<file path="src/rtl/core/glos_pkg.sv">
// Shared constants, command/status structs for the grid line-of-sight checker.
// Used by every module under rtl/core.
package glos_pkg;

    localparam int COORD_W    = 16;
    localparam int QUO_W      = COORD_W - 1;
    localparam int DIM_W      = 7;
    localparam int CS_W       = 8;
    localparam int IDX_W      = 12;
    localparam int CFG_IDX_W  = 2;
    localparam int CFG_DATA_W = 8;
    localparam int ERR_W      = COORD_W + 2;
    localparam int DIV_CNT_W  = $clog2(QUO_W + 1);

    localparam int DEF_MAX_COLUMNS = 64;
    localparam int DEF_MAX_ROWS    = 64;

    localparam logic [CFG_IDX_W-1:0] CFG_GRID_WIDTH  = 2'd0;
    localparam logic [CFG_IDX_W-1:0] CFG_GRID_HEIGHT = 2'd1;
    localparam logic [CFG_IDX_W-1:0] CFG_CELL_SIZE   = 2'd2;

    localparam logic REQ_WRITE = 1'b0;
    localparam logic REQ_QUERY = 1'b1;

    localparam logic [1:0] PRB_CUR = 2'd0;
    localparam logic [1:0] PRB_NX  = 2'd1;
    localparam logic [1:0] PRB_NY  = 2'd2;

    localparam logic [1:0] OPD_START_X = 2'd0;
    localparam logic [1:0] OPD_START_Y = 2'd1;
    localparam logic [1:0] OPD_END_X   = 2'd2;
    localparam logic [1:0] OPD_END_Y   = 2'd3;

    typedef struct packed {
        logic       clr_en;
        logic       map_wr;
        logic       q_load;
        logic       div_start;
        logic [1:0] div_sel;
        logic       quo_store;
        logic       setup;
        logic       probe;
        logic [1:0] probe_sel;
        logic       step;
        logic       out_load;
        logic       out_value;
    } glos_cmd_t;

    typedef struct packed {
        logic clr_last;
        logic query_bad;
        logic div_done;
        logic probe_open;
        logic at_target;
        logic diag;
    } glos_sts_t;

endpackage

</file>
<file path="src/rtl/core/glos_ctrl.sv">
// Controller: clearing sweep, request intake, divide sequence, line walk, result beat.
// Depends on glos_pkg.
module glos_ctrl
    import glos_pkg::*;
(
    input  logic      clk,
    input  logic      rst_n,
    input  logic      in_valid,
    output logic      in_ready,
    input  logic      req_type,
    output logic      out_valid,
    input  logic      out_ready,
    output glos_cmd_t cmd,
    input  glos_sts_t sts
);

    localparam logic [3:0] S_CLEAR     = 4'd0;
    localparam logic [3:0] S_IDLE      = 4'd1;
    localparam logic [3:0] S_CHECK     = 4'd2;
    localparam logic [3:0] S_DIV_START = 4'd3;
    localparam logic [3:0] S_DIV_RUN   = 4'd4;
    localparam logic [3:0] S_SETUP     = 4'd5;
    localparam logic [3:0] S_PROBE     = 4'd6;
    localparam logic [3:0] S_EVAL      = 4'd7;
    localparam logic [3:0] S_RESULT    = 4'd8;

    logic [3:0] state_reg, state_next;
    logic [1:0] sel_reg, sel_next;
    logic [1:0] phase_reg, phase_next;
    logic       res_reg, res_next;
    logic       out_valid_reg, out_valid_next;

    always_comb
    begin
        state_next     = state_reg;
        sel_next       = sel_reg;
        phase_next     = phase_reg;
        res_next       = res_reg;
        out_valid_next = out_valid_reg;
        in_ready       = 1'b0;
        cmd            = '0;
        cmd.div_sel    = sel_reg;
        cmd.probe_sel  = phase_reg;
        cmd.out_value  = res_reg;

        if (out_valid_reg && out_ready)
        begin
            out_valid_next = 1'b0;
        end

        case (state_reg)
            S_CLEAR:
            begin
                cmd.clr_en = 1'b1;
                if (sts.clr_last)
                begin
                    state_next = S_IDLE;
                end
            end
            S_IDLE:
            begin
                in_ready = 1'b1;
                if (in_valid)
                begin
                    if (req_type == REQ_WRITE)
                    begin
                        cmd.map_wr = 1'b1;
                    end
                    else
                    begin
                        cmd.q_load = 1'b1;
                        state_next = S_CHECK;
                    end
                end
            end
            S_CHECK:
            begin
                sel_next = OPD_START_X;
                if (sts.query_bad)
                begin
                    res_next   = 1'b0;
                    state_next = S_RESULT;
                end
                else
                begin
                    state_next = S_DIV_START;
                end
            end
            S_DIV_START:
            begin
                cmd.div_start = 1'b1;
                state_next    = S_DIV_RUN;
            end
            S_DIV_RUN:
            begin
                if (sts.div_done)
                begin
                    cmd.quo_store = 1'b1;
                    if (sel_reg == OPD_END_Y)
                    begin
                        state_next = S_SETUP;
                    end
                    else
                    begin
                        sel_next   = sel_reg + 1'b1;
                        state_next = S_DIV_START;
                    end
                end
            end
            S_SETUP:
            begin
                cmd.setup  = 1'b1;
                phase_next = PRB_CUR;
                state_next = S_PROBE;
            end
            S_PROBE:
            begin
                cmd.probe  = 1'b1;
                state_next = S_EVAL;
            end
            S_EVAL:
            begin
                state_next = S_PROBE;
                if (!sts.probe_open)
                begin
                    res_next   = 1'b0;
                    state_next = S_RESULT;
                end
                else
                begin
                    case (phase_reg)
                        PRB_CUR:
                        begin
                            if (sts.at_target)
                            begin
                                res_next   = 1'b1;
                                state_next = S_RESULT;
                            end
                            else if (sts.diag)
                            begin
                                phase_next = PRB_NX;
                            end
                            else
                            begin
                                cmd.step = 1'b1;
                            end
                        end
                        PRB_NX:
                        begin
                            phase_next = PRB_NY;
                        end
                        default:
                        begin
                            cmd.step   = 1'b1;
                            phase_next = PRB_CUR;
                        end
                    endcase
                end
            end
            S_RESULT:
            begin
                if (!out_valid_reg || out_ready)
                begin
                    cmd.out_load   = 1'b1;
                    out_valid_next = 1'b1;
                    state_next     = S_IDLE;
                end
            end
            default:
            begin
                state_next = S_IDLE;
            end
        endcase
    end

    always_ff @(posedge clk or negedge rst_n)
    begin
        if (!rst_n)
        begin
            state_reg     <= S_CLEAR;
            sel_reg       <= OPD_START_X;
            phase_reg     <= PRB_CUR;
            res_reg       <= 1'b0;
            out_valid_reg <= 1'b0;
        end
        else
        begin
            state_reg     <= state_next;
            sel_reg       <= sel_next;
            phase_reg     <= phase_next;
            res_reg       <= res_next;
            out_valid_reg <= out_valid_next;
        end
    end

    assign out_valid = out_valid_reg;

endmodule

</file>
<file path="config.mk">
export PLATFORM = sky130hd
export DESIGN_NAME = glos_ctrl
export DESIGN_NICKNAME = d
export VERILOG_FILES = /design/src/rtl/core/glos_pkg.sv /design/src/rtl/core/glos_ctrl.sv
export SDC_FILE = /design/constraint.sdc
export NUM_CORES = 1
export LEC_CHECK = 0
export BUFFER_PORTS_ARGS = -buffer_cell sky130_fd_sc_hd__buf_2
export CORE_MARGIN = 3
export CORE_UTILIZATION = 50
export DETAILED_ROUTE_END_ITERATION = 10
export PLACE_DENSITY = 0.82
export RECOVER_POWER = 25
export SYNTH_ARGS = -nofsm -noshare
export SYNTH_HDL_FRONTEND = slang
export SYNTH_SLANG_ARGS = --single-unit
export TNS_END_PERCENT = 50
</file>
<file path="constraint.sdc">
create_clock -name clk -period 3 [get_ports clk]
set_input_delay 0.3 -clock clk [delete_from_list [all_inputs] [get_ports clk]]
set_output_delay 0.3 -clock clk [all_outputs]
set_load 0.03 [all_outputs]
</file>
==> metrics.txt, run 1 <==
max-slew violations=0; actual slew at the worst max-slew pin=0.571 ns; category of the most critical setup path=flip-flop to output pin; final-layout setup total negative slack=0 ns; top cells by area, synth=dfrtp_1 35%, nor2_1 4.2%, nand2_1 3.7%, nand2b_1 3.5%, a21o_1 3.2%; number of gates resized after CTS=0; Core Box Area=0.00122 sq mm; result of the run=complete, no violations; total count of hold-check failures in the final report=0; # Max-Cap Violations=0; Synth top area share=35.1%; port buffer count=26; nature of the critical path startpoint=flip-flop; post-synthesis cell count=81; average wire per cell in the routed design=14.3 um; worst clock skew on the final layout=0.00380 ns; fin crit period=1.96 ns; antenna viol nets, final=0; static leakage power=0.466 nW; CTS sink cnt=10; critical path capture point type=output pin; setup fix buffers added after clock tree synthesis=0; largest net degree at the start of global routing=16; Post-Synthesis Net Count=93; total overflow reported by the global router=0; post-synth top area cell=dfrtp_1; height of the chip=43.8 um; Final nets=120; Final setup violation count=0; root cell of the clock tree=clkbuf_4; area growth from synthesis to layout=20.0%; # IOs=27; largest incremental delay on the critical path=0.55 ns; detailed-placement wirelength estimate=1.27 mm; Initial Utilization=58.6%; routed via count=708; antenna violations before repair=0; master of the slowest instance on the critical path=dfrtp_1; Syn Area/Cell=8.80 sq um; residual DRC count=0; gp weighted congestion=0.804; Placement Rows=12; worst-case clock buffer depth=2; vias in the first global route=663; antenna cell count=0; async set or reset register ratio after synthesis=100%; worst slew slack as a fraction of its limit=61.9%; maximum frequency from static timing analysis=511 MHz; RSZ-0062 raised after global routing=no; Data required, critical path=2.70 ns; Post-synth top flop=dfrtp_1; total track usage=19.1%; worst vdd ir=0.000493 V; combined area of all synthesized cells=713 sq um; ratio of total power to cell area=944 mW/mm^2; global-route wire length before repair=2.79 mm; Synth Register Bits=10; number of enable-type register cells in the synthesized netlist=0; proportion of synthesized chip area in sequential cells=35.1%; Inst Count DP=116; arrival time at the worst endpoint=1.66 ns; die footprint=0.00192 sq mm; number of H-tree levels=1; count of placed standard cells in the final layout, fillers left out=120; first-iteration detailed-routing DRC count=9; total of warnings raised by yosys=0; max reg flops=4; clock tree from TritonCTS=yes; Initial DRT Pass Iterations=4; proportion of layout cells with a drive suffix above 1=30.2%; number of different library cells in the post-synthesis netlist=37; Routed Wire Length=1.72 mm; clock slew at the register clock pins of the worst setup and hold paths=0.06 ns; horizontal die dimension=43.8 um; fin crit share=65.2%; final total power=0.000808 W; path type of the worst min-delay path=primary input to flip-flop; routed vias/inst=5.90; later-pin clock latency in the skew report=0.26 ns; peak fanout along the critical path=15; number of clock buffers inserted by TritonCTS=3; ordered cell list for the critical path=nor2_1 > nand3_1 > nor2b_1 > buf_2
[metrics by stage]
step / hold slack (ns) / setup WS [ns] / cell area (sq um) / util [%]
3_5_place_dp: 0.173 / 1.34 / 825 / 67.8
3_3_place_gp: 0.170 / 1.40 / 825 / 67.8
4_1_cts: 0.300 / 1.05 / 857 / 70.5
6_report: 0.310 / 1.04 / 856 / 70.4
5_1_grt: 0.305 / 0.903 / 856 / 70.4
2_1_floorplan: 0.00441 / 0.872 / 713 / -
[cell usage after synthesis, drive strengths merged (2+ instances only)]
library cell,number
inv,5
nand3b,3
and3,2
a21o,3
nor2b,2
nand3,2
nand2,7
nand2b,4
a211oi,2
buf,5
nor3,4
a21oi,2
nor2,8
mux2i,2
nand4b,2
dfrtp,10
[power by group]
| part | switching, W | internal (W) | leakage (nW) |
|---|---|---|---|
| clock network | 0.0000424 | 0.0000462 | 0.0138 |
| registers | 0.000108 | 0.000181 | 0.132 |
| logic | 0.000267 | 0.000164 | 0.320 |
| total | 0.000417 | 0.000391 | 0.466 |
[cell type report]
class / count / area, sq um
multi-input cells: 61 / 408
fillers: 106 / 360
flip-flops and latches: 10 / 250
repair buffers: 27 / 139
clock buffers: 3 / 22.5
inverters: 5 / 18.8
well taps: 14 / 17.5
[cells by family after synthesis]
kind of cell             after synthesis  share of synthesized area [%]
AND/OR/NAND/NOR                       40                           33.3
multiplexers                           3                           4.39
buffers and inverters                 10                           7.72
adder cells (fa/ha/maj)                1                           1.75
AO/OA/AOI/OAI                         17                           17.7
flip-flops                            10                           35.1
[worst max-delay path, delay by kind of cell, from the launching register on]
kind	cells	cell delay (ns)
buffers and inverters	1	0.20
DFF	1	0.55
and+or+nand+nor	3	0.65
[routing by layer]
| metal | up-vias | part of all wire (%) | track usage, % |
|---|---|---|---|
| li1 | 347 | - | - |
| met1 | 335 | 43 | 22.8 |
| met2 | 24 | 49 | 33.1 |
| met3 | 2 | 6.9 | 7.88 |
| met4 | 0 | 0.41 | 1.81 |
| met5 | - | 0 | 0 |
[final timing paths]
kind	start	to	slack, ns	depth (start not counted)
worst max-delay path	state_reg[1]	cmd[1]	1.04	4
worst min-delay path	sts[0]	phase_reg[0]	0.31	2
worst max register to register	state_reg[3]	res_reg	1.45	3
worst min register to register	sel_reg[0]	sel_reg[0]	0.51	1
max in group asynchronous	rst_n	phase_reg[0]	2.09	2
min in group asynchronous	rst_n	out_valid	0.54	2
[what timing repair did]
| action | CTS | global route |
|---|---|---|
| hold endpoints to repair | 10 | 0 |
| hold buffers | 1 | 0 |
| endpoints found under the setup margin | 0 | 0 |
[layout by cell type, fill, tap and decap left out, types with 2 or more instances in the layout]
master     n
a211oi_1   2
a21o_1     3
a21oi_1    2
and3_1     2
buf_2     25
clkbuf_4   3
dfrtp_1   10
inv_1      5
mux2i_1    2
nand2_1    7
nand2b_1   4
nand3_1    2
nand3b_1   3
nor2_1     8
nor2b_1    2
nor3_1     4
Note: power is estimated with default switching activity, not from simulation.
==> run 2: changes to the inputs <==
CORE_UTILIZATION = 47   (was 50)
PLACE_DENSITY = 0.78   (was 0.82)
clock period = 1.83 ns   (was 3 ns; I/O delays follow)
==> metrics.txt, run 2 (synthesized netlist as in run 1, its figures left out) <==
total track usage=18.4%; most common cell after layout, fill and taps aside=buf_2; cell type group with the largest total delay on the critical path=flip-flops; ordered cell list for the critical path=nor4b_4 > and3_1 > buf_2; Final nets=120; max-slew violations=0; clock slew at the register clock pins of the worst setup and hold paths=0.07 ns; number of H-tree levels=1; critical path capture point type=output pin; worst-case clock buffer depth=2; # IOs=27; worst clock skew on the final layout=0.00384 ns; Routed Wire Length=1.72 mm; total count of hold-check failures in the final report=0; fin crit period=1.68 ns; actual slew at the worst max-slew pin=0.598 ns; routed via count=697; maximum frequency from static timing analysis=594 MHz; RSZ-0062 raised after global routing=no; routed vias/inst=5.71; Placement Rows=13; static leakage power=0.474 nW; Initial Utilization=52.2%; category of the most critical setup path=flip-flop to output pin; Initial DRT Pass Iterations=4; first-iteration detailed-routing DRC count=25; number of cells on the worst hold path=2; arrival time at the worst endpoint=1.50 ns; terminating pin of the worst hold path=phase_reg[0]; number of clock buffers inserted by TritonCTS=3; Fillers=128; clock tree from TritonCTS=yes; FF-to-FF setup slack=0.40 ns; worst vdd ir=0.000840 V; global-route wire length before repair=2.72 mm; peak fanout along the critical path=15; fin crit share=91.9%; most frequent cells in the layout=25 x buf_2, 7 x nor2_1, 7 x nand2_1; antenna violations before repair=0; result of the run=complete, no violations; die footprint=0.00202 sq mm; setup fix buffers added after clock tree synthesis=0; endpoint of the worst register-to-register path=res_reg; detailed-placement wirelength estimate=1.23 mm; largest incremental delay on the critical path=0.52 ns; final-layout setup total negative slack=0 ns; horizontal die dimension=45.0 um; antenna viol nets, final=0; total overflow reported by the global router=0; port buffer count=26; Final setup violation count=0; vias in the first global route=607; root cell of the clock tree=clkbuf_4; ratio of total power to cell area=1590 mW/mm^2; number of buffers and inverters on the critical path=1; residual DRC count=0; height of the chip=45.0 um; proportion of layout cells with a drive suffix above 1=36.4%; final total power=0.00142 W; # Max-Cap Violations=0; hold path startpoint=sts[0]; depth of the most critical reg-to-reg path=3; antenna cell count=0; Data required, critical path=1.65 ns; launch point of the worst reg-to-reg path=state_reg[0]; area growth from synthesis to layout=25.1%; nature of the critical path startpoint=flip-flop; master of the slowest instance on the critical path=dfrtp_2; CTS sink cnt=10; path type of the worst min-delay path=primary input to flip-flop; gp weighted congestion=0.808; max reg flops=4; later-pin clock latency in the skew report=0.27 ns; average wire per cell in the routed design=14.1 um; worst slew slack as a fraction of its limit=60.1%; Core Box Area=0.00137 sq mm; largest net degree at the start of global routing=16
-- run 2: timing repair --
action / CTS / global route
setup endpoints to repair: 1 / 6
endpoints found under the hold margin: 10 / 0
hold buffers: 1 / 0
gates cloned: 0 / 0
resized for setup: 1 / 5
-- run 2: routing by layer --
layer	vias up	share of wire [%]	GRT usage, %
li1	350	-	-
met5	-	0	0
met1	325	46	23.8
met4	0	0.76	8.77
met2	20	48	29.4
met3	2	4.8	3.59
-- run 2: cell type report --
cell class / instances / area (sq um) / area share (%)
multi-input cells: 61 / 424 / 47.5
flip-flops and latches: 10 / 255 / 28.6
repair buffers: 27 / 139 / 15.6
clock buffers: 4 / 36.3 / 4.07
inverters: 5 / 18.8 / 2.10
well taps: 15 / 18.8 / 2.10
-- run 2: worst max path at each step --
| stage | start | endpoint | slack, ns | cells after the start |
|---|---|---|---|---|
| floorplan | state_reg[3] | cmd[12] | 0.03 | 4 |
| global placement | state_reg[1] | cmd[1] | 0.34 | 4 |
| detailed placement | state_reg[1] | cmd[1] | 0.30 | 4 |
| CTS | state_reg[2] | cmd[2] | 0.03 | 3 |
| global route | state_reg[1] | cmd[12] | 0.04 | 4 |
| finish | state_reg[1] | cmd[11] | 0.15 | 3 |
-- run 2: per-stage QoR --
stage / area [sq um] / cells / setup WS [ns] / hold slack (ns) / util, %
floorplan: 722 / 81 / 0.0344 / -0.113 / -
global placement: 835 / 117 / 0.337 / 0.0568 / 61.1
detailed placement: 835 / 117 / 0.297 / 0.0596 / 61.1
CTS: 883 / 122 / 0.0251 / 0.176 / 64.7
global route: 892 / 122 / 0.0358 / 0.173 / 65.3
finish: 892 / 122 / 0.148 / 0.179 / 65.3
-- run 2: report_power, final --
group	switching [W]	total (W)	internal (W)
sequential	0.000189	0.000493	0.000304
combinational	0.000433	0.000717	0.000284
clock	0.0000841	0.000205	0.000121
total	0.000706	0.00142	0.000709
==> run 3: changes to the inputs <==
CORE_UTILIZATION = 30   (was 47)
PLACE_DENSITY = 0.54   (was 0.78)
RECOVER_POWER = 100   (was 25)
==> metrics.txt, run 3 (synthesized netlist as in run 1, its figures left out) <==
vias in the first global route=650; most common cell after layout, fill and taps aside=buf_2; worst-case clock buffer depth=2; power share of the sequential group=35.0%; detailed-placement wirelength estimate=1.26 mm; peak fanout along the critical path=12; count of placed standard cells in the final layout, fillers left out=135; FF-to-FF setup slack=0.38 ns; depth of the most critical reg-to-reg path=3; Core Box Area=0.00223 sq mm; launch point of the worst reg-to-reg path=state_reg[0]; fin crit share=93.5%; worst clock skew on the final layout=0.00531 ns; # Max-Cap Violations=0; Data required, critical path=1.65 ns; number of cells on the worst hold path=2; switching component of the power=0.000698 W; result of the run=complete, no violations; antenna viol nets, final=0; residual DRC count=0; total count of hold-check failures in the final report=0; worst slew slack as a fraction of its limit=60.9%; Final setup violation count=0; first-iteration detailed-routing DRC count=13; global-route wire length before repair=2.86 mm; internal power contribution=0.000690 W; static leakage power=0.437 nW; Initial DRT Pass Iterations=3; root cell of the clock tree=clkbuf_4; hold slack=0.175 ns; total track usage=13.5%; category of the most critical setup path=flip-flop to output pin; # IOs=27; Initial Utilization=31.9%; arrival time at the worst endpoint=1.53 ns; Inst Count DP=130; terminating pin of the worst hold path=phase_reg[0]; later-pin clock latency in the skew report=0.27 ns; horizontal die dimension=54.8 um; critical path capture point type=output pin; hold path startpoint=sts[0]; clock tree from TritonCTS=yes; final total power=0.00139 W; actual slew at the worst max-slew pin=0.587 ns; average wire per cell in the routed design=12.8 um; area growth from synthesis to layout=25.1%; die footprint=0.00300 sq mm; final core utilization=39.9%; share of power burned in combinational logic=50.4%; maximum frequency from static timing analysis=585 MHz; routed via count=694; port buffer count=26; Placement Rows=17; antenna violations before repair=0; ratio of total power to cell area=1560 mW/mm^2; routed vias/inst=5.14; proportion of layout cells with a drive suffix above 1=27.1%; largest net degree at the start of global routing=16; endpoint of the worst register-to-register path=res_reg; fin crit period=1.71 ns; number of H-tree levels=1; nature of the critical path startpoint=flip-flop; setup fix buffers added after clock tree synthesis=0; height of the chip=54.8 um; CTS sink cnt=10; Final nets=120; max reg flops=4; Clock power frac=14.6%; antenna cell count=0; final-layout setup total negative slack=0 ns; most frequent cells in the layout=11 x buf_2, 9 x clkbuf_1, 7 x nor2_1, 7 x nand2_1, 7 x dfrtp_1; RSZ-0062 raised after global routing=no; number of clock buffers inserted by TritonCTS=3; max-slew violations=0; worst vdd ir=0.000669 V; launch point of the worst path=state_reg[0]; total overflow reported by the global router=0; gp weighted congestion=0.815; Routed Wire Length=1.73 mm; switching power as a share of total power=50.3%; path type of the worst min-delay path=primary input to flip-flop; clock slew at the register clock pins of the worst setup and hold paths=0.07 ns
==> run 3: cell types whose count changed in the layout (fill, tap and decap cells not counted) <==
cell and change:
buf_2 -14, clkbuf_1 +8, clkbuf_2 +6, dfrtp_1 +1, dfrtp_2 -1, nor3_1 +1, nor3_2 -1
==> run 3: repair_timing <==
item	4_1_cts	5_1_grt
gates resized for setup	1	3
setup endpoints to repair	1	6
hold buffers	1	0
hold endpoints to repair	10	0
==> run 3: power by group through the flow <==
stage | sequential, W | clock (W) | combinational (W)
final | 0.000486 | 0.000202 | 0.000700
after global routing | 0.000513 | 0.000218 | 0.000779
after CTS | 0.000476 | 0.000209 | 0.000726
after detailed placement | 0.000476 | 0 | 0.000716
after global placement | 0.000477 | 0 | 0.000714
after floorplan | 0.000423 | 0 | 0.000631
==> run 3: final cells by class <==
class / count / area (sq um)
Clock buffer: 4 / 36.3
Inverter: 5 / 18.8
Tap cell: 28 / 35.0
Multi-Input combinational cell: 61 / 419
Timing Repair Buffer: 27 / 129
Sequential cell: 10 / 254
Fill cell: 251 / 1340
==> run 3: metrics by stage <==
| stage | setup slack [ns] | area [sq um] |
|---|---|---|
| 3_3_place_gp | 0.320 | 851 |
| 5_1_grt | 0.0120 | 892 |
| 6_report | 0.120 | 892 |
| 2_1_floorplan | 0.0344 | 722 |
| 4_1_cts | 0.0357 | 900 |
| 3_5_place_dp | 0.275 | 851 |
==> run 3: worst max path at each step <==
stage | to | slack [ns] | depth (start not counted)
floorplan | cmd[12] | 0.03 | 4
global placement | cmd[1] | 0.32 | 4
detailed placement | cmd[1] | 0.27 | 4
CTS | cmd[12] | 0.04 | 4
global route | cmd[1] | 0.01 | 4
finish | cmd[12] | 0.12 | 4
==> run 3: worst max-delay path, cell delays in order, from the launching register on <==
cell and delay (ns):
dfrtp_1 0.58, nor4b_4 0.30, nand2_1 0.09, nor2_1 0.10, buf_2 0.21
==> run 3: per-layer routing <==
metal | track usage, % | vias up | part of all wire (%)
li1 | - | 351 | -
met4 | 6.22 | 0 | 1.1
met1 | 18.4 | 323 | 47
met3 | 3.54 | 4 | 5.3
met5 | 0 | - | 0
met2 | 19.5 | 16 | 46
